## src/hdl/assert_macros.svh

```systemverilog
// assertion macros for the sensor temperature polynomial block
// clocked on i_clk; the first form is disabled while i_rst_n is low
`ifndef ASSERT_MACROS_SVH
`define ASSERT_MACROS_SVH

// checked only out of reset
`define STP_ASSERT(label, prop, msg) \
    label: assert property (@(posedge i_clk) disable iff (!i_rst_n) prop) else $error(msg);

// checked at every edge, reset included
`define STP_ASSERT_ALWAYS(label, prop, msg) \
    label: assert property (@(posedge i_clk) prop) else $error(msg);

`endif

```

## src/hdl/stp_pkg.sv

```systemverilog
// stp_pkg: widths, register codes, scale constants and stage data types
// shared by all modules of the sensor temperature polynomial block
package stp_pkg;

    localparam int RAW_W        = 24;
    localparam int A_W          = 16;
    localparam int COEF_W       = 16;
    localparam int NUM_REGS     = 5;
    localparam int CFG_IDX_W    = 3;
    localparam int ACC_W        = 88;
    localparam int HALF_W       = ACC_W / 2;
    localparam int LO_P_W       = HALF_W + A_W;
    localparam int SCALE_W      = 64;
    localparam int HALF_SCALE_W = SCALE_W / 2;
    localparam int PART_W       = COEF_W + HALF_SCALE_W;
    localparam int SCALED_W     = COEF_W + SCALE_W;
    localparam int NUM_CELLS    = 4;
    localparam int Q_W          = 10;
    localparam int OUT_W        = 9;

    typedef logic [CFG_IDX_W-1:0] t_reg_idx;

    localparam t_reg_idx REG_COEF_QUARTIC = 3'd0;
    localparam t_reg_idx REG_COEF_CUBIC   = 3'd1;
    localparam t_reg_idx REG_COEF_SQUARE  = 3'd2;
    localparam t_reg_idx REG_COEF_LINEAR  = 3'd3;
    localparam t_reg_idx REG_COEF_OFFSET  = 3'd4;

    // addend scale per horner cell: cubic, square, linear, offset
    localparam logic [SCALE_W-1:0] HORNER_SCALE [NUM_CELLS] = '{
        64'd400000,
        64'd20000000000,
        64'd1000000000000000,
        64'd15000000000000000000
    };
    // cells whose addend is subtracted
    localparam logic [NUM_CELLS-1:0] HORNER_SUB = 4'b1010;

    localparam logic [ACC_W-1:0] DIVISOR = 88'd1000000000000000000000;

    localparam logic [Q_W-1:0]   NEG_LIMIT = 10'd256;
    localparam logic [Q_W-1:0]   POS_LIMIT = 10'd255;
    localparam logic [OUT_W-1:0] OUT_MIN   = 9'h100;
    localparam logic [OUT_W-1:0] OUT_MAX   = 9'h0ff;

    typedef struct packed {
        logic [ACC_W-1:0] acc;
        logic [A_W-1:0]   a;
    } t_horner_data;

    typedef struct packed {
        logic [ACC_W-1:0] rem;
        logic [Q_W-1:0]   q;
        logic             neg;
    } t_div_data;

endpackage

```

## src/hdl/stp_coef_scale.sv

```systemverilog
// stp_coef_scale: coefficient times a 64-bit scale constant, two register stages
// depends on stp_pkg
module stp_coef_scale (
    input  logic                          i_clk,
    input  logic [stp_pkg::COEF_W-1:0]    i_coef,
    input  logic [stp_pkg::SCALE_W-1:0]   i_scale,
    output logic [stp_pkg::SCALED_W-1:0]  o_scaled
);

    logic [stp_pkg::PART_W-1:0]   r_lo_p;
    logic [stp_pkg::PART_W-1:0]   r_hi_p;
    logic [stp_pkg::SCALED_W-1:0] r_scaled;
    logic [stp_pkg::PART_W-1:0]   n_lo_p;
    logic [stp_pkg::PART_W-1:0]   n_hi_p;
    logic [stp_pkg::SCALED_W-1:0] n_scaled;

    always_comb begin
        n_lo_p   = stp_pkg::PART_W'(i_coef)
                 * stp_pkg::PART_W'(i_scale[stp_pkg::HALF_SCALE_W-1:0]);
        n_hi_p   = stp_pkg::PART_W'(i_coef)
                 * stp_pkg::PART_W'(i_scale[stp_pkg::SCALE_W-1:stp_pkg::HALF_SCALE_W]);
        n_scaled = {r_hi_p, {stp_pkg::HALF_SCALE_W{1'b0}}} + stp_pkg::SCALED_W'(r_lo_p);
    end

    always_ff @(posedge i_clk) begin
        r_lo_p   <= n_lo_p;
        r_hi_p   <= n_hi_p;
        r_scaled <= n_scaled;
    end

    assign o_scaled = r_scaled;

endmodule

```

## config.mk

```make
export PLATFORM = sky130hd
export DESIGN_NAME = stp_coef_scale
export DESIGN_NICKNAME = d
export VERILOG_FILES = /design/src/hdl/assert_macros.svh /design/src/hdl/stp_pkg.sv /design/src/hdl/stp_coef_scale.sv
export SDC_FILE = /design/constraint.sdc
export NUM_CORES = 2
export LEC_CHECK = 0
export BUFFER_PORTS_ARGS = -buffer_cell sky130_fd_sc_hd__clkbuf_2
export CAP_MARGIN = 25
export CORE_MARGIN = 10
export CORE_UTILIZATION = 66
export CTS_BUF_LIST = sky130_fd_sc_hd__clkbuf_8
export DETAILED_ROUTE_END_ITERATION = 8
export GPL_TIMING_DRIVEN = 0
export PLACE_DENSITY = 0.85
export SLEW_MARGIN = 20
export SYNTH_ARGS = -nofsm -noshare
export SYNTH_HDL_FRONTEND = slang
export SYNTH_SLANG_ARGS = --single-unit
```

## constraint.sdc

```tcl
create_clock -name i_clk -period 8.5 [get_ports i_clk]
set_input_delay 0.425 -clock i_clk [delete_from_list [all_inputs] [get_ports i_clk]]
set_output_delay 0.425 -clock i_clk [all_outputs]
set_load 0.1 [all_outputs]
```

== Word level (Yosys, flattened, before mapping) ==
Cells that the tools add are included.
Operators by class
  multiply operators: 2
  add/subtract/negate cells: 1
Operators with widths (count)
  multiplier 16 x 32 -> 48 bit: 2
  adder 80 x 48 -> 80 bit: 1
Storage, ports and cells
  flip-flop bits (word level): 176
  bits of input ports: 81
  output and inout bits: 80
  logic and storage cells: 6

== Depth between registers and ports, before layout ==
  depth in word-level cells: 1
  mapped depth: 24
  gate-level depth less buffers: 22

== Worst setup path after synthesis ==
No wires, ideal clock.
  path kind: input to register
  start: input port i_coef[1] (netlist name)
  end: register r_lo_p[46] (netlist name)
  path buffers: 2
  setup slack: 2.339 ns
  arrival time: 6.042 ns
  library setup time: 0.119 ns
  cell stages on the path: 21
  data required time: 8.381 ns
  cells stage by stage: clkbuf_1 -> clkbuf_1 -> nand2_1 -> fa_1 -> inv_1 -> fa_1 -> fa_1 -> fa_1 -> fa_1 -> inv_1 -> fa_1 -> inv_1 -> ha_1 -> a21o_1 -> a21o_1 -> a21o_1 -> a31o_2 -> or3b_1 -> o21a_1 -> a41o_1 -> xor2_1
On the way
  longest elaborated chain between the ends: 1
RTL lines
  start: declaration: line stp_coef_scale.sv:5  | input logic [stp_pkg::COEF_W-1:0] i_coef,
  multiplier 16 x 32 -> 48 bit: line stp_coef_scale.sv:19  | * stp_pkg::PART_W'(i_scale[stp_pkg::HALF_SCALE_W-1:0]);
  net n_lo_p, one bit: line stp_coef_scale.sv:13  | logic [stp_pkg::PART_W-1:0] n_lo_p;
  end signal: assignment: line stp_coef_scale.sv:26  | r_lo_p <= n_lo_p;
  end: declaration: line stp_coef_scale.sv:10  | logic [stp_pkg::PART_W-1:0] r_lo_p;
The timed path passes the listed nets, and every way through them passes these cells.

== Worst setup path after layout ==
  start: input port i_coef[1] (netlist name)
  end: register r_lo_p[47] (netlist name)
The elaborated chain is that of the path after synthesis.

==> impl_metrics.env <==
export IMPL_outcome="complete, no violations"
export IMPL_hold_class="in2reg"
export IMPL_routedWlPerCell_um=21.8
export IMPL_crit_fanout=10
export IMPL_postRouteAntennaNets=0
export IMPL_dieArea_um2=66200
export IMPL_core_rowCount=86
export IMPL_hold_path_end="r_hi_p[0]"
export IMPL_firstDrtPassIters=8
export IMPL_cts_max_level=4
export IMPL_ys_types=58
export IMPL_min_period_over_period=0.965
export IMPL_crit_type="in2reg"
export IMPL_path_cells="clkbuf_1 > clkbuf_1 > nand2_1 > fa_1 > fa_1 > fa_1 > inv_1 > fa_1 > fa_1 > inv_1 > fa_1 > inv_1 > ha_1 > clkbuf_1 > nand3_1 > nor2_1 > and3_1 > o211ai_1 > a21oi_1 > a21o_1 > a21oi_1 > a211oi_1"
export IMPL_async_flop_share=0
export IMPL_die_h_um=257
export IMPL_clk_pin_slew_ns=0.11
export IMPL_synth_ff_type="dfxtp_1"
export IMPL_area_delta_synth_final_pct=5.73
export IMPL_synth_edff_count=0
export IMPL_required_ns=8.88
export IMPL_yosysWarningCount=0
export IMPL_clockBufferDepth=2
export IMPL_min_period_ns=8.21
export IMPL_hold_viol=0
export IMPL_crit_family="adder cells"
export IMPL_setup_viol=0
export IMPL_clk_latency_ns=0.58
export IMPL_coreArea_um2=55400
export IMPL_gp_congestion=1.00
export IMPL_rsz0062_at_grt="false"
export IMPL_synth_seq_cells=176
export IMPL_multi_input_area_um2=29500
export IMPL_rrSetupSlack_ns=4.99
export IMPL_r2r_cells=12
export IMPL_cp_start_kind="input port"
export IMPL_r2r_end="o_scaled[52]"
export IMPL_cts_resized_gates=0
export IMPL_dp_slack_ns=0.0640
export IMPL_cts_buffers=17
export IMPL_grt_usage=0.342
export IMPL_yosysTopAreaCell="fa_1"
export IMPL_dp_cells=5036
export IMPL_stdcell_area_um2=39300
export IMPL_tightest_slew_ns=1.11
export IMPL_totalWireLength_mm=111
export IMPL_final_nets=5482
export IMPL_drtIter0Drc=2962
export IMPL_die_x_um=257
export IMPL_drv_slew=0
export IMPL_final_cell_mix="inv_1 (902), fa_1 (837), nand2_1 (685)"
export IMPL_cts_setup_buffers=0
export IMPL_cts_root_buf="clkbuf_8"
export IMPL_initial_core_util=0.671
export IMPL_io_buffers=144
export IMPL_min_delay_path_depth=2
export IMPL_rr_startpoint="r_lo_p[32]"
export IMPL_synth_nets=5317
export IMPL_dp_hpwl_mm=91.1
export IMPL_vias=29800
export IMPL_slowest_stage="a211oi_1"
export IMPL_cap_violations=0
export IMPL_arrival_ns=8.59
export IMPL_instances_no_fill=5080
export IMPL_cp_end_kind="flip-flop"
export IMPL_gr_total_overflow=0
export IMPL_clock_skew_ns=0.0193
export IMPL_cpMostUsedCell="fa_1"
export IMPL_grt_max_degree=21
export IMPL_nFillCells=4156
export IMPL_relSlewSlack=0.260
export IMPL_drc=0
export IMPL_cts_sinks=176
export IMPL_grt_pass1_vias=31500
export IMPL_tns_ns=0
export IMPL_drive_gt1_frac=0.0461
export IMPL_ctsHoldBuffers=0
export IMPL_syn_inst=4143
export IMPL_seq_area_um2=3520
export IMPL_hp_start="i_scale[32]"
export IMPL_antenna_found_initial=16
export IMPL_worst_path_buf_inv=6
export IMPL_syn_avg_cell_area_um2=8.97
export IMPL_fmax_mhz=122
export IMPL_setup_slack_ns=0.293
export IMPL_grt_first_pass_wirelength_mm=173
export IMPL_cts_tree="yes"
export IMPL_synth_area_um2=37200
export IMPL_synth_area_leaders="fa_1 (45%), dfxtp_1 (9.5%), inv_1 (9.1%)"
export IMPL_place_area_um2=38800
export IMPL_yosysSeqAreaShare=0.0948
export IMPL_io_pins=161
export IMPL_layout_commonest_cell="inv_1"
export IMPL_yosys_area_top_type_share=0.451
export IMPL_cpPeakStageDelay_ns=0.84
export IMPL_viasPerCell=5.87
## sequential cells by signal, summed over array words and instances (netlist names)
signal,count
r_lo_p,48
r_hi_p,48
o_scaled,80
## how the worst max path moves through the flow
stage	cells past startpoint	from	endpoint
6_report	22	i_coef[1]	r_lo_p[47]
5_1_grt	22	i_coef[2]	r_lo_p[47]
4_1_cts	21	i_coef[1]	r_lo_p[47]
3_5_place_dp	21	i_coef[1]	r_lo_p[47]
3_3_place_gp	19	i_coef[6]	r_lo_p[47]
2_1_floorplan	21	i_coef[1]	r_lo_p[46]
## per-stage QoR
stage	util	hold WS, ns
after floorplan	-	0.310
after CTS	0.708	0.113
after global placement	0.701	0.311
after global routing	0.709	0.188
after detailed placement	0.701	0.312
final	0.709	0.200
## cell type report
class,count,area share
Buffer,201,0.0193
Clock inverter,15,0.00465
Sequential cell,176,0.0897
Inverter,902,0.0862
Tap cell,748,0.0238
Timing Repair Buffer,146,0.0190
Antenna cell,11,0.000700
Multi-Input combinational cell,2864,0.751
Clock buffer,17,0.00595
## metal layers
layer	share of wire	GRT usage	vias up
met4	0.069	0.207	16
met1	0.35	0.413	14800
met5	0.00089	0	-
met2	0.45	0.525	1948
li1	-	-	12600
met3	0.14	0.117	483
## cell families after synthesis
| group | after synthesis | synth area share |
|---|---|---|
| xor+xnor | 126 | 0.0297 |
| simple gates | 1318 | 0.170 |
| compound gates | 326 | 0.0570 |
| flops | 176 | 0.0948 |
| fa+ha+maj | 1093 | 0.537 |
| buf+inv | 1103 | 0.111 |
| mux | 1 | 0.000269 |
## synth_stat cells, types with 47 or more instances
| cell | n |
|---|---|
| inv_1 | 902 |
| fa_1 | 837 |
| nand2_1 | 685 |
| and2_1 | 432 |
| ha_1 | 256 |
| clkbuf_1 | 199 |
| dfxtp_1 | 176 |
| a21oi_1 | 110 |
| xnor2_1 | 84 |
| nor2_1 | 66 |
| a21o_1 | 59 |
| o21ai_0 | 47 |
Power is left out: the tool's default activity adds up to more than one toggle a clock period on the data nets, which glitch-free logic cannot reach.
