`config.mk`:
```
export PLATFORM = sky130hd
export DESIGN_NAME = stp_div_cell
export DESIGN_NICKNAME = d
export VERILOG_FILES = /design/src/hdl/assert_macros.svh /design/src/hdl/stp_pkg.sv /design/src/hdl/stp_div_cell.sv
export SDC_FILE = /design/constraint.sdc
export NUM_CORES = 1
export LEC_CHECK = 0
export BUFFER_PORTS_ARGS = -buffer_cell sky130_fd_sc_hd__buf_2
export CORE_ASPECT_RATIO = 1.5
export CORE_UTILIZATION = 58
export CTS_CLUSTER_SIZE = 12
export DETAILED_ROUTE_END_ITERATION = 12
export HOLD_SLACK_MARGIN = 0.02
export PLACE_DENSITY = 0.95
export SYNTH_ARGS = -nofsm -noshare
export SYNTH_HDL_FRONTEND = slang
export SYNTH_SLANG_ARGS = --single-unit
```
`constraint.sdc`:
```
create_clock -name i_clk -period 6.2 [get_ports i_clk]
set_input_delay 0.31 -clock i_clk [delete_from_list [all_inputs] [get_ports i_clk]]
set_output_delay 0.31 -clock i_clk [all_outputs]
set_load 0.01 [all_outputs]
```
`src/hdl/assert_macros.svh`:
```
// assertion macros for the sensor temperature polynomial block
// clocked on i_clk; the first form is disabled while i_rst_n is low
`ifndef ASSERT_MACROS_SVH
`define ASSERT_MACROS_SVH

// checked only out of reset
`define STP_ASSERT(label, prop, msg) \
    label: assert property (@(posedge i_clk) disable iff (!i_rst_n) prop) else $error(msg);

// checked at every edge, reset included
`define STP_ASSERT_ALWAYS(label, prop, msg) \
    label: assert property (@(posedge i_clk) prop) else $error(msg);

`endif

```
`src/hdl/stp_pkg.sv`:
```
// stp_pkg: widths, register codes, scale constants and stage data types
// shared by all modules of the sensor temperature polynomial block
package stp_pkg;

    localparam int RAW_W        = 24;
    localparam int A_W          = 16;
    localparam int COEF_W       = 16;
    localparam int NUM_REGS     = 5;
    localparam int CFG_IDX_W    = 3;
    localparam int ACC_W        = 88;
    localparam int HALF_W       = ACC_W / 2;
    localparam int LO_P_W       = HALF_W + A_W;
    localparam int SCALE_W      = 64;
    localparam int HALF_SCALE_W = SCALE_W / 2;
    localparam int PART_W       = COEF_W + HALF_SCALE_W;
    localparam int SCALED_W     = COEF_W + SCALE_W;
    localparam int NUM_CELLS    = 4;
    localparam int Q_W          = 10;
    localparam int OUT_W        = 9;

    typedef logic [CFG_IDX_W-1:0] t_reg_idx;

    localparam t_reg_idx REG_COEF_QUARTIC = 3'd0;
    localparam t_reg_idx REG_COEF_CUBIC   = 3'd1;
    localparam t_reg_idx REG_COEF_SQUARE  = 3'd2;
    localparam t_reg_idx REG_COEF_LINEAR  = 3'd3;
    localparam t_reg_idx REG_COEF_OFFSET  = 3'd4;

    // addend scale per horner cell: cubic, square, linear, offset
    localparam logic [SCALE_W-1:0] HORNER_SCALE [NUM_CELLS] = '{
        64'd400000,
        64'd20000000000,
        64'd1000000000000000,
        64'd15000000000000000000
    };
    // cells whose addend is subtracted
    localparam logic [NUM_CELLS-1:0] HORNER_SUB = 4'b1010;

    localparam logic [ACC_W-1:0] DIVISOR = 88'd1000000000000000000000;

    localparam logic [Q_W-1:0]   NEG_LIMIT = 10'd256;
    localparam logic [Q_W-1:0]   POS_LIMIT = 10'd255;
    localparam logic [OUT_W-1:0] OUT_MIN   = 9'h100;
    localparam logic [OUT_W-1:0] OUT_MAX   = 9'h0ff;

    typedef struct packed {
        logic [ACC_W-1:0] acc;
        logic [A_W-1:0]   a;
    } t_horner_data;

    typedef struct packed {
        logic [ACC_W-1:0] rem;
        logic [Q_W-1:0]   q;
        logic             neg;
    } t_div_data;

endpackage

```
`src/hdl/stp_div_cell.sv`:
```
// stp_div_cell: one restoring division step against a shifted divisor
// valid/ready stage; depends on stp_pkg
module stp_div_cell (
    input  logic                        i_clk,
    input  logic                        i_rst_n,
    input  logic                        i_valid,
    output logic                        o_ready,
    input  stp_pkg::t_div_data          i_data,
    input  logic [stp_pkg::ACC_W-1:0]   i_divisor,
    output logic                        o_valid,
    input  logic                        i_ready,
    output stp_pkg::t_div_data          o_data
);

    logic                r_valid;
    stp_pkg::t_div_data  r_data;
    stp_pkg::t_div_data  n_data;
    logic                w_ready;
    logic                w_bit;

    assign w_ready = !r_valid || i_ready;

    always_comb begin
        w_bit      = (i_data.rem >= i_divisor);
        n_data.rem = w_bit ? (i_data.rem - i_divisor) : i_data.rem;
        n_data.q   = {i_data.q[stp_pkg::Q_W-2:0], w_bit};
        n_data.neg = i_data.neg;
    end

    always_ff @(posedge i_clk) begin
        if (!i_rst_n) begin
            r_valid <= 1'b0;
        end else if (w_ready) begin
            r_valid <= i_valid;
        end
    end

    always_ff @(posedge i_clk) begin
        if (w_ready) begin
            r_data <= n_data;
        end
    end

    assign o_ready = w_ready;
    assign o_valid = r_valid;
    assign o_data  = r_data;

endmodule

```
# Word-level counts from Yosys, hierarchy flattened
# Index checks and enable logic that the tools add are counted.
# totals
ff_bits	100
latch_bits	0
elab_cells	9
output_inout_bits	101
mem_count	0
rom_bits	0
mem_bits_rw	0
# classes
order_cmp	1
eq_ne	0
n_mux	1
n_mul	0
n_shift	0
n_reduce_logical	2
n_div	0
bitwise	0
add_sub_neg	1
# op_table
op	n
$ge 88x88->1	1
$mux 88	1
$sub 88x88->88	1
$logic_not 1->1	1
$logic_or 1x1->1	1

# Longest topological paths before layout
# depth
depth_word	2
mapped_depth	15
mapped_depth_nobuf	14

# Worst setup path after synthesis
# Ideal clock, no wire load.
# synth_path
path_type	input to register
from	in i_ready
to	reg r_valid (netlist: o_valid)
stages	2
setup_ns	0.266
arrival_ns	3.102
path_slack_ns	2.832
path_cell_list	nand2b_1 a21boi_0
# synth_between
elab_chain_len	1
# synth_lines
item	line_no	source
from (decl)	stp_div_cell.sv:11	input logic i_ready,
$logic_or 1x1->1	stp_div_cell.sv:21	assign w_ready = !r_valid || i_ready;
to (signal assigned)	stp_div_cell.sv:34	r_valid <= i_valid;
to (decl)	stp_div_cell.sv:15	logic r_valid;
# Every way passes these cells.
# A chain may end at the register's enable or synchronous reset.

==> results.txt <==
The run finished with clean final reports. The maximum vdd ir drop was 0.128 mV; the clock transition at the registers of the reported paths was 0.08 ns. The tools report the number of buffers added by the clock tree synthesis step as 9.

Number of top-level pins: 292. Synthesis produced 1251 cells. Final core utilization: 70.3%.

The number of antenna violations at the first check in global routing is 0, and the smallest setup slack after layout is 2.57 ns. The remaining number of nets flagged by the antenna check after routing was 0. The tools report the static leakage as 5.47 nW.

For this run, asynchronously set or reset flops after synthesis account for 0%. The number of nets handed over by synthesis was 1531. The run gives 2180 um as the met3 wire length. The number of slew-limit violations in the final report was 0.

The number of levels the H-tree was split into is 3, and the fraction of the yosys area taken by sequential cells is 30.1%. The synthesized netlist devotes 11.3% of its cell area to adder and majority cells. Total of flip-flops plus latches after synthesis: 100.

For the pin with the worst max-slew slack, the measured transition is 0.865 ns. The tools report the reg-to-reg critical path endpoint as o_data[48]. At the end of the flow, the number of nets in the layout was 1783. The worst hold path belongs to the class in -> reg. In the final routing, the length of wire on met1 measures 11000 um. The cell at the root of the clock tree is clkbuf_16. Prior to clock tree synthesis, the placed netlist has a worst setup slack of 2.33 ns. The count of endpoints failing hold in the final timing report is 0. The tools report the hold-critical path endpoint as o_data[8].

The area growth from synthesis to layout is 18.6%. The synthesized area per cell works out to 7.94 um^2. The pin count of the biggest net entering global routing is 94, and the chip height is 162 um.

Setup total negative slack on the finished layout was measured at 0 ns. The tools report the final count of negative-setup-slack endpoints as 0. Data on the critical path is required at its endpoint by 6.31 ns. TritonCTS built the clock tree. The run gives 58 as the cell row count. The first-iteration detailed-routing DRC count was 745. The congestion estimate from routability-driven global placement came to 0.951.

Summing all multi-input logic gate instances after layout gives 0.00628 mm^2. Multiplexer cells account for 1.20% of the synthesized area. The number of different library cells used by synthesis comes to 78.

The share of cells above drive strength 1 was 22.0%; the share of the synthesized netlist area taken by xor and xnor gates was 6.70%. The number of buffers inserted by post-CTS setup repair is 0, and the highest clock rate is 0.276 GHz. After detailed routing, the number of vias per cell comes to 6.19. The clock net in this run drives a total of 100 sinks.

Yosys mapped a number of flops with a built-in enable equal to 99. The dominant combinational cell family by area after synthesis was compound AO/OA/AOI/OAI gates. The worst path needs 3.63 ns of the cycle, external delays included. In this run the most critical hold path is launched from i_data[7]. The maximum fanout along the worst path was 6. Counting the fill cells in the layout gives 1331.

Detailed placement finished with a half-perimeter wire length of 24400 um. The worst setup path is of the in -> reg kind. The power density over cell area works out to 223 mW/mm^2. Before antenna repair, the detailed router went through 7 iterations. The length of routed met2 wiring was 16300 um. Hold repair after CTS inserted 0 buffers. Total congestion overflow: 0. The startpoint identified for the worst register-to-register timing path is o_valid.

The core region is 0.0168 mm^2. For the synthesized area, the log shows 0.00993 mm^2. Headroom to the max-slew limit came out at 42.3%. The die is 109 um wide.

The first global-routing pass estimated 49300 um of wire. The highest metal layer carrying signal wires in the routed design is met4. For this block, the routed nets add up to 31300 um of wire. The tools report the combined flip-flop and latch cell area as 0.00299 mm^2. The type of element launching the critical path was an input pin. The worst hold path stage count is 1, and the wire length per cell after detailed routing is 18.2 um.

The via count of the first global-routing pass was 10.7k. The setup check on the worst reg-to-reg path leaves a slack of 4.22 ns. The run gives 0 as the count of maximum capacitance violations.

The number of gates resized after CTS is 0. After detailed routing, the number of remaining DRC violations is 0. Measured in cells, the most critical reg-to-reg path has a length of 2. Data arrives at the worst endpoint at 3.74 ns. Most frequently used flop master after synthesis: edfxtp_1. For this configuration, the core starts out at a cell density of 59.2%. The die covers 0.0177 mm^2.

The synthesized-area fraction occupied by and/or/nand/nor cells was 18.2%. Between clock sinks in the finished design, the worst skew comes to 0.00566 ns. Setup repair after global routing left no endpoint under its margin. The total vias in the final route came out at 10.6k.

During synthesis, Yosys emitted a total of 0 warnings. In the finished design, the share of the clock period the worst path needs comes to 58.5%. At the later pin of the worst-skew pair, clock insertion delay measures 0.36 ns.

In this run the tool buffered the top-level ports with 290 buffer cells. Endpoint class of the critical path: a register. The compound-cell area share of the yosys netlist is 25.7%. The logs give 35.4% for the overall fraction of global-route tracks in use and 2 for the number of buffers on the longest clock path.
-- layer usage --
layer	track usage (%)	vias to the layer above
met3	5.50	164
li1	-	5012
met4	22.2	0
met1	36.5	4834
met2	65.2	626
met5	0	-
-- stage by stage --
stage | cells | hold WS (ns) | area (um^2) | total power [W]
global route | 1718 | 0.109 | 11800 | 0.00275
global placement | 1702 | 0.486 | 11500 | 0.00196
finish | 1719 | 0.118 | 11800 | 0.00262
floorplan | 1251 | 0.409 | 9930 | 0.00164
CTS | 1718 | 0.115 | 11800 | 0.00260
detailed placement | 1702 | 0.489 | 11500 | 0.00199
-- cells in the mapped netlist (7+ instances only) --
master	count	area, um^2
a21oi_1	181	906
nor2_1	143	537
inv_1	117	439
nand2_1	112	420
edfxtp_1	99	2970
ha_1	88	1100
xnor2_1	46	403
o21ai_0	45	225
nand4_1	36	225
clkbuf_1	33	124
xor2_1	30	263
a21o_1	29	218
o21ai_1	28	140
o21bai_1	23	173
nor3_1	20	100
buf_2	17	85.1
nand3_1	16	80.1
o211ai_1	14	105
o21a_1	13	97.6
a211oi_1	11	82.6
nor2b_1	11	68.8
nor4_1	11	68.8
o31ai_1	11	82.6
a21oi_2	9	78.8
or3_1	9	56.3
a31oi_1	7	43.8
nand2b_1	7	43.8
-- flip-flops by register name, indices dropped and copies added, names as in the netlist --
register	cells
o_data	99
o_valid	1
-- where the power goes --
group | leakage [nW] | total [W] | internal (W) | switching, W
Sequential | 1.02 | 0.000921 | 0.000888 | 0.0000324
Clock | 0.148 | 0.000615 | 0.000321 | 0.000294
Combinational | 4.30 | 0.00109 | 0.000416 | 0.000669
-- worst max-delay path: stages --
cell	delay (ns)
buf_2	0.12
ha_1	0.39
a21oi_2	0.24
nor2_1	0.07
a211oi_1	0.47
o221ai_1	0.46
nand3b_1	0.32
nand3_1	0.17
a31oi_1	0.51
o21ai_1	0.27
o41ai_1	0.32
nor2_1	0.09
-- cell usage in the layout, fill, tap and decap left out, types with 29 or more instances in the layout --
cell,Yosys,final
ha_1,88,88
xor2_1,30,30
o21ai_0,45,45
buf_2,17,290
xnor2_1,46,46
edfxtp_1,99,99
a21oi_1,181,181
nand2_1,112,112
nor2_1,143,143
inv_1,117,117
nand4_1,36,36
a21o_1,29,29
-- worst max-delay path by stage --
stage	from	endpoint	slack [ns]	cells after the start
after floorplan	i_ready	o_valid	2.83	2
final	i_data[20]	o_data[97]	2.57	12
after CTS	i_data[20]	o_data[97]	2.67	12
after global routing	i_data[20]	o_data[97]	2.38	12
after global placement	i_data[20]	o_data[97]	2.33	12
after detailed placement	i_data[11]	o_data[85]	2.33	14
-- area by class of cell --
class / instances / share of cell area [%]
sequential: 100 / 25.4
clock inverter: 7 / 0.690
clock buffer: 9 / 1.91
timing repair buffer: 293 / 12.6
multi-input combinational: 981 / 53.3
antenna: 1 / 0.0212
inverter: 118 / 3.78
tap: 210 / 2.23
-- cell families (layout without fill, tap and decap cells) --
logic type | Yosys count | count (layout)
flip-flops | 100 | 100
adder cells (fa/ha/maj) | 89 | 89
other | 0 | 1
AND/OR/NAND/NOR | 392 | 392
multiplexers | 11 | 11
buffers and inverters | 170 | 427
AO/OA/AOI/OAI | 413 | 413
XOR/XNOR | 76 | 76
(Power assumes the default switching activity.)
