<file path="src/hdl/assert_macros.svh">
// assertion macros for the sensor temperature polynomial block
// clocked on i_clk; the first form is disabled while i_rst_n is low
`ifndef ASSERT_MACROS_SVH
`define ASSERT_MACROS_SVH

// checked only out of reset
`define STP_ASSERT(label, prop, msg) \
    label: assert property (@(posedge i_clk) disable iff (!i_rst_n) prop) else $error(msg);

// checked at every edge, reset included
`define STP_ASSERT_ALWAYS(label, prop, msg) \
    label: assert property (@(posedge i_clk) prop) else $error(msg);

`endif

</file>
<file path="src/hdl/stp_pkg.sv">
// stp_pkg: widths, register codes, scale constants and stage data types
// shared by all modules of the sensor temperature polynomial block
package stp_pkg;

    localparam int RAW_W        = 24;
    localparam int A_W          = 16;
    localparam int COEF_W       = 16;
    localparam int NUM_REGS     = 5;
    localparam int CFG_IDX_W    = 3;
    localparam int ACC_W        = 88;
    localparam int HALF_W       = ACC_W / 2;
    localparam int LO_P_W       = HALF_W + A_W;
    localparam int SCALE_W      = 64;
    localparam int HALF_SCALE_W = SCALE_W / 2;
    localparam int PART_W       = COEF_W + HALF_SCALE_W;
    localparam int SCALED_W     = COEF_W + SCALE_W;
    localparam int NUM_CELLS    = 4;
    localparam int Q_W          = 10;
    localparam int OUT_W        = 9;

    typedef logic [CFG_IDX_W-1:0] t_reg_idx;

    localparam t_reg_idx REG_COEF_QUARTIC = 3'd0;
    localparam t_reg_idx REG_COEF_CUBIC   = 3'd1;
    localparam t_reg_idx REG_COEF_SQUARE  = 3'd2;
    localparam t_reg_idx REG_COEF_LINEAR  = 3'd3;
    localparam t_reg_idx REG_COEF_OFFSET  = 3'd4;

    // addend scale per horner cell: cubic, square, linear, offset
    localparam logic [SCALE_W-1:0] HORNER_SCALE [NUM_CELLS] = '{
        64'd400000,
        64'd20000000000,
        64'd1000000000000000,
        64'd15000000000000000000
    };
    // cells whose addend is subtracted
    localparam logic [NUM_CELLS-1:0] HORNER_SUB = 4'b1010;

    localparam logic [ACC_W-1:0] DIVISOR = 88'd1000000000000000000000;

    localparam logic [Q_W-1:0]   NEG_LIMIT = 10'd256;
    localparam logic [Q_W-1:0]   POS_LIMIT = 10'd255;
    localparam logic [OUT_W-1:0] OUT_MIN   = 9'h100;
    localparam logic [OUT_W-1:0] OUT_MAX   = 9'h0ff;

    typedef struct packed {
        logic [ACC_W-1:0] acc;
        logic [A_W-1:0]   a;
    } t_horner_data;

    typedef struct packed {
        logic [ACC_W-1:0] rem;
        logic [Q_W-1:0]   q;
        logic             neg;
    } t_div_data;

endpackage

</file>
<file path="src/hdl/stp_horner_cell.sv">
// stp_horner_cell: one horner step, acc * a plus or minus a scaled coefficient
// multiply stage and combine stage with valid/ready; depends on stp_pkg
module stp_horner_cell (
    input  logic                        i_clk,
    input  logic                        i_rst_n,
    input  logic                        i_valid,
    output logic                        o_ready,
    input  stp_pkg::t_horner_data       i_data,
    input  logic [stp_pkg::ACC_W-1:0]   i_addend,
    input  logic                        i_sub,
    output logic                        o_valid,
    input  logic                        i_ready,
    output stp_pkg::t_horner_data       o_data
);

    logic                        r_m_valid;
    logic [stp_pkg::LO_P_W-1:0]  r_m_lo;
    logic [stp_pkg::HALF_W-1:0]  r_m_hi;
    logic [stp_pkg::A_W-1:0]     r_m_a;
    logic                        r_c_valid;
    stp_pkg::t_horner_data       r_c_data;

    logic [stp_pkg::LO_P_W-1:0]  n_m_lo;
    logic [stp_pkg::HALF_W-1:0]  n_m_hi;
    logic [stp_pkg::ACC_W-1:0]   n_base;
    stp_pkg::t_horner_data       n_c_data;
    logic                        w_ready_m;
    logic                        w_ready_c;

    assign w_ready_c = !r_c_valid || i_ready;
    assign w_ready_m = !r_m_valid || w_ready_c;

    always_comb begin
        // the high half only counts modulo 2^HALF_W once shifted up
        n_m_lo = stp_pkg::LO_P_W'(i_data.acc[stp_pkg::HALF_W-1:0])
               * stp_pkg::LO_P_W'(i_data.a);
        n_m_hi = i_data.acc[stp_pkg::ACC_W-1:stp_pkg::HALF_W]
               * stp_pkg::HALF_W'(i_data.a);
        n_base = {r_m_hi, {stp_pkg::HALF_W{1'b0}}} + stp_pkg::ACC_W'(r_m_lo);
        n_c_data.acc = i_sub ? (n_base - i_addend) : (n_base + i_addend);
        n_c_data.a   = r_m_a;
    end

    always_ff @(posedge i_clk) begin
        if (!i_rst_n) begin
            r_m_valid <= 1'b0;
            r_c_valid <= 1'b0;
        end else begin
            if (w_ready_m) begin
                r_m_valid <= i_valid;
            end
            if (w_ready_c) begin
                r_c_valid <= r_m_valid;
            end
        end
    end

    always_ff @(posedge i_clk) begin
        if (w_ready_m) begin
            r_m_lo <= n_m_lo;
            r_m_hi <= n_m_hi;
            r_m_a  <= i_data.a;
        end
        if (w_ready_c) begin
            r_c_data <= n_c_data;
        end
    end

    assign o_ready = w_ready_m;
    assign o_valid = r_c_valid;
    assign o_data  = r_c_data;

endmodule

</file>
<file path="config.mk">
export PLATFORM = sky130hd
export DESIGN_NAME = stp_horner_cell
export DESIGN_NICKNAME = d
export VERILOG_FILES = /design/src/hdl/assert_macros.svh /design/src/hdl/stp_pkg.sv /design/src/hdl/stp_horner_cell.sv
export SDC_FILE = /design/constraint.sdc
export NUM_CORES = 2
export LEC_CHECK = 0
export ABC_AREA = 1
export BUFFER_PORTS_ARGS = -buffer_cell sky130_fd_sc_hd__buf_2
export CAP_MARGIN = 20
export CORE_MARGIN = 5
export CORE_UTILIZATION = 55
export CTS_CLUSTER_SIZE = 8
export DETAILED_ROUTE_END_ITERATION = 10
export PLACE_DENSITY = 0.83
export SLEW_MARGIN = 20
export SYNTH_ARGS = -nofsm -noshare
export SYNTH_HDL_FRONTEND = slang
export SYNTH_SLANG_ARGS = --single-unit
</file>
<file path="constraint.sdc">
create_clock -name i_clk -period 8.2 [get_ports i_clk]
set_clock_uncertainty 0.1 [all_clocks]
set_input_delay 0.82 -clock i_clk [delete_from_list [all_inputs] [get_ports i_clk]]
set_output_delay 0.82 -clock i_clk [all_outputs]
set_load 0.1 [all_outputs]
</file>
# --- Word level (Yosys, flattened, before mapping) ---
# Cells that the tools add are included.
classes:
  multipliers: 2
  order_cmp: 0
  shifts: 0
  bitwise_logic: 0
  n_reduce_logical: 4
  n_div: 0
  eq_ne: 0
  addsub: 3
  muxes: 1
op_table:
  columns: ["operator", "count"]
  rows:
  - ["$add 88x60->88", 1]
  - ["$add 88x88->88", 1]
  - ["$mux 88", 1]
  - ["$sub 88x88->88", 1]
  - ["$mul 44x16->60", 1]
  - ["$mul 44x16->44", 1]
  - ["$logic_not 1->1", 2]
  - ["$logic_or 1x1->1", 2]
totals:
  memories: 0
  reg_bits: 226
  output_inout_bits: 106
  in_bits: 197
  latch_bits: 0
  mem_bits_ro: 0
  elab_cells: 17
  ramBits: 0

# --- Longest topological paths before layout ---
logic_depth:
  word_depth: 3
  depth_mapped: 29
  ltp_nobuf: 27

# --- Worst setup path before layout ---
# OpenSTA, ideal clock, no wires.
synth_timing:
  kind: "input to register"
  from: "input port i_data[1] in the netlist's numbering"
  to: "register r_m_lo[39] in the netlist's numbering, data pin"
  setup_slack_ns: 1.737
  arrival_ns: 6.110
  path_buffers: 3
  stages: 27
  required_ns: 7.848
  setup_time_ns: 0.252
  cell_sequence: "clkbuf_1 -> clkbuf_1 -> buf_1 -> nand2_1 -> fa_1 -> inv_1 -> fa_1 -> inv_1 -> fa_1 -> inv_1 -> fa_1 -> fa_1 -> inv_1 -> fa_1 -> inv_1 -> ha_1 -> nand2_1 -> nor2_1 -> inv_1 -> nor3_1 -> inv_1 -> o21ai_1 -> inv_1 -> nand2_1 -> nand2_1 -> nand3_1 -> nand2_1"
synth_via:
  elab_chain_cells: 1
synth_lines:
  columns: ["item", "line", "source"]
  rows:
  - ["from (decl)", "stp_horner_cell.sv:8", "input stp_pkg::t_horner_data i_data,"]
  - ["$mul 44x16->60", "stp_horner_cell.sv:36", "* stp_pkg::LO_P_W'(i_data.a);"]
  - ["via n_m_lo (one bit)", "stp_horner_cell.sv:23", "logic [stp_pkg::LO_P_W-1:0] n_m_lo;"]
  - ["to (signal assigned)", "stp_horner_cell.sv:60", "r_m_lo <= n_m_lo;"]
  - ["to (decl)", "stp_horner_cell.sv:17", "logic [stp_pkg::LO_P_W-1:0] r_m_lo;"]
# The timed path passes the listed nets, and every way through them passes these cells.
# A chain may end at the register's enable or synchronous reset.

# --- Final worst setup path ---
layout_timing:
  from: "input port i_data[1] in the netlist's numbering"
  to: "register r_m_hi[30] in the netlist's numbering, data pin"
layout_via:
  elab_chain_cells: 1
layout_lines:
  columns: ["item", "line", "source"]
  rows:
  - ["$mul 44x16->44", "stp_horner_cell.sv:38", "* stp_pkg::HALF_W'(i_data.a);"]
  - ["via n_m_hi (one bit)", "stp_horner_cell.sv:24", "logic [stp_pkg::HALF_W-1:0] n_m_hi;"]
  - ["to (signal assigned)", "stp_horner_cell.sv:61", "r_m_hi <= n_m_hi;"]
  - ["to (decl)", "stp_horner_cell.sv:18", "logic [stp_pkg::HALF_W-1:0] r_m_hi;"]
# The timed path passes the listed nets, and every way through them passes these cells.

==> run metrics <==
crit-path max FO=71; Relative slew margins=0.304; CP Launch Type=input port; TritonCTS clock tree=built; vias in the first global route=59000; total setup buffers inserted after CTS=0; hold crit path type=reg -> reg; core area=0.111 mm²; share of cells above drive strength 1=0.0608; total track usage=0.369; clk buf depth=3; RSZ-0062 raised after global routing=false; syn_nets=10200; Post-route DRC=0; clock tree root driver cell=clkbuf_16; WP buf/inv=7; I/O pins=303; Synth area leader=fa_1; Vias/cell=5.55; post-cts hold buffer count=0; worst skew pair latency=0.60 ns; Die Ht=345 µm; share of the yosys chip area belonging to registers=0.110; Pre-antenna DRT Iters=8; Placed Area=0.0645 mm²; Yosys warning count=0; largest net degree at the start of global routing=73; Starting DRT DRC Count=5870; dpl hpwl=183000 µm; status=complete, no violations; top cell type's share of synthesized area=0.344; Layout Cells excl Fill=10200; critical path's top delay family=adder cells; Worst-path clk slew=0.06 ns; Crit Path Class=in -> reg; crit-path cells=buf_4 > buf_4 > nand2_1 > fa_1 > inv_1 > fa_1 > inv_1 > fa_1 > inv_1 > fa_1 > fa_1 > inv_1 > fa_1 > inv_1 > ha_1 > a21o_1 > a21oi_1 > nor2_1 > nor2_1 > nor2_1 > nor2_1 > o21ai_0 > xor2_1; Std-Cell Rows=122; cts bufs inserted=36; # setup viols final=0; GPL Wtd Cong=1.03; cell count after synthesis=8607; Final Hold Fails=0; number of H-tree levels=2; Max Clk Rate=0.144 GHz; synthesized flop and latch total=226; placed instance count=10100; Top FF cell, synth=edfxtp_1; nets@finish=10300; min Tclk post-route=6.93 ns; Final WS setup=1.27 ns; Avg WL per Cell=21.3 µm; Sink Count=226; Critical Path Sink Type=flip-flop; setup_tns=0 ns; CP max-delay cell=buf_4; period utilisation layout=0.845; Die X=345 µm; GR Overflow Total=0; Worst path most repeated cell=fa_1; antenna violations before repair=15; Resized Gates After CTS=0; first-pass GRT wire length=334000 µm; final WL=217000 µm; Cell Area, Synth=0.0617 mm²; slowest stage delay, CP=0.74 ns; number of flops mapped to enable cells by yosys=224; pre-CTS WS=0.625 ns; syn avg cell area=7.17 µm²; Crit path arrival time=7.12 ns; final instance area=0.0655 mm²; via count=56600; P&R area growth vs syn=6.19%; Initial Util=0.555; largest cells by area after synthesis=fa_1 34%, nand2_1 16%, inv_1 13%; Max Cap Viol=0; Crit path required time=8.39 ns; worst-margin pin slew=1.04 ns; IO buf count=302; async set-reset flop share out of synthesis=0; Slew Viols, Final=0; final antenna-violating net count=0; Die Area=0.119 mm²; post-synthesis cell type count=55
Yosys cell counts, drive strengths merged, types with 2 or more instances:
| cell type | number |
|---|---|
| nor2 | 582 |
| nor3b | 8 |
| o211ai | 10 |
| o21a | 7 |
| nor4 | 16 |
| a21oi | 280 |
| xnor2 | 45 |
| o2111ai | 2 |
| nand3b | 8 |
| and2 | 2 |
| inv | 2206 |
| dfxtp | 2 |
| a21o | 19 |
| fa | 1060 |
| clkbuf | 280 |
| o21bai | 48 |
| xor2 | 193 |
| nand3 | 276 |
| nand2 | 2613 |
| a21boi | 9 |
| or2 | 3 |
| ha | 313 |
| buf | 29 |
| a31oi | 15 |
| nor3 | 59 |
| and3 | 7 |
| o21ai | 207 |
| nand4 | 80 |
| edfxtp | 224 |
placed cells by master (no fill, tap or decap), drive strengths merged, types with 9 or more instances in the layout:
master  instances
a21boi          9
a21o           19
a21oi         280
a31oi          15
buf           356
clkbuf         37
diode           9
edfxtp        224
fa           1060
ha            313
inv          2209
nand2        2613
nand3         276
nand4          80
nor2          582
nor3           59
nor4           16
o211ai         10
o21ai         207
o21bai         48
xnor2          45
xor2          193
layer usage:
metal  wire (µm)  global-route usage
met1       80300               0.466
met2      101000               0.616
met3       21400              0.0610
met4       14200               0.186
met5          92                   0
sequential cells by signal, summed over array words and instances, names as in the netlist:
| register | count |
|---|---|
| r_m_valid | 1 |
| r_m_hi | 44 |
| r_m_lo | 60 |
| o_data | 104 |
| r_m_a | 16 |
| o_valid | 1 |
worst paths after layout:
check / startpoint / end / slack (ns) / cells after the start
max: i_data[1] / r_m_hi[30] / 1.27 / 23
min: r_m_a[4] / o_data[4] / 0.30 / 0
max reg2reg: r_m_lo[44] / o_data[84] / 3.02 / 17
min reg2reg: r_m_a[4] / o_data[4] / 0.30 / 0
kinds of logic after synthesis:
family / share of synthesized area
AOI/OAI and AO/OA: 0.0553
buffers and inverters: 0.153
xor gates and xnor gates: 0.0338
and+or+nand+nor: 0.241
DFF: 0.110
adders and majority gates: 0.407
cell type report:
class                   instances  area [µm²]
repair buffers                356        2080
diodes                          9        22.5
clock buffers                  37         905
inverters                    2207        8280
flip-flops and latches        226        6770
clock inverters                11         105
well taps                    1488        1860
fillers                     10300       45600
multi-input cells            5865       45500
worst register-to-register path, cell delays in order, from the launching register on:
cell	delay, ns
edfxtp_1	0.38
ha_1	0.37
fa_1	0.46
nand3_1	0.10
nand2_1	0.17
a21boi_2	0.26
inv_1	0.12
nand2_1	0.10
nand3_2	0.13
xor2_1	0.20
ha_1	0.67
nand2_1	0.19
nor2_1	0.27
nand2_1	0.22
nor4_2	0.58
nand3_1	0.37
nand4_1	0.20
nand2_1	0.06
through the flow:
step,hold slack [ns],utilization
after floorplan,0.300,-
after global placement,0.302,0.580
after detailed placement,0.306,0.580
after CTS,0.303,0.590
after global routing,0.311,0.590
final,0.305,0.590
Power is left out: the tool's default activity adds up to more than one toggle a clock period on the data nets, which glitch-free logic cannot reach.
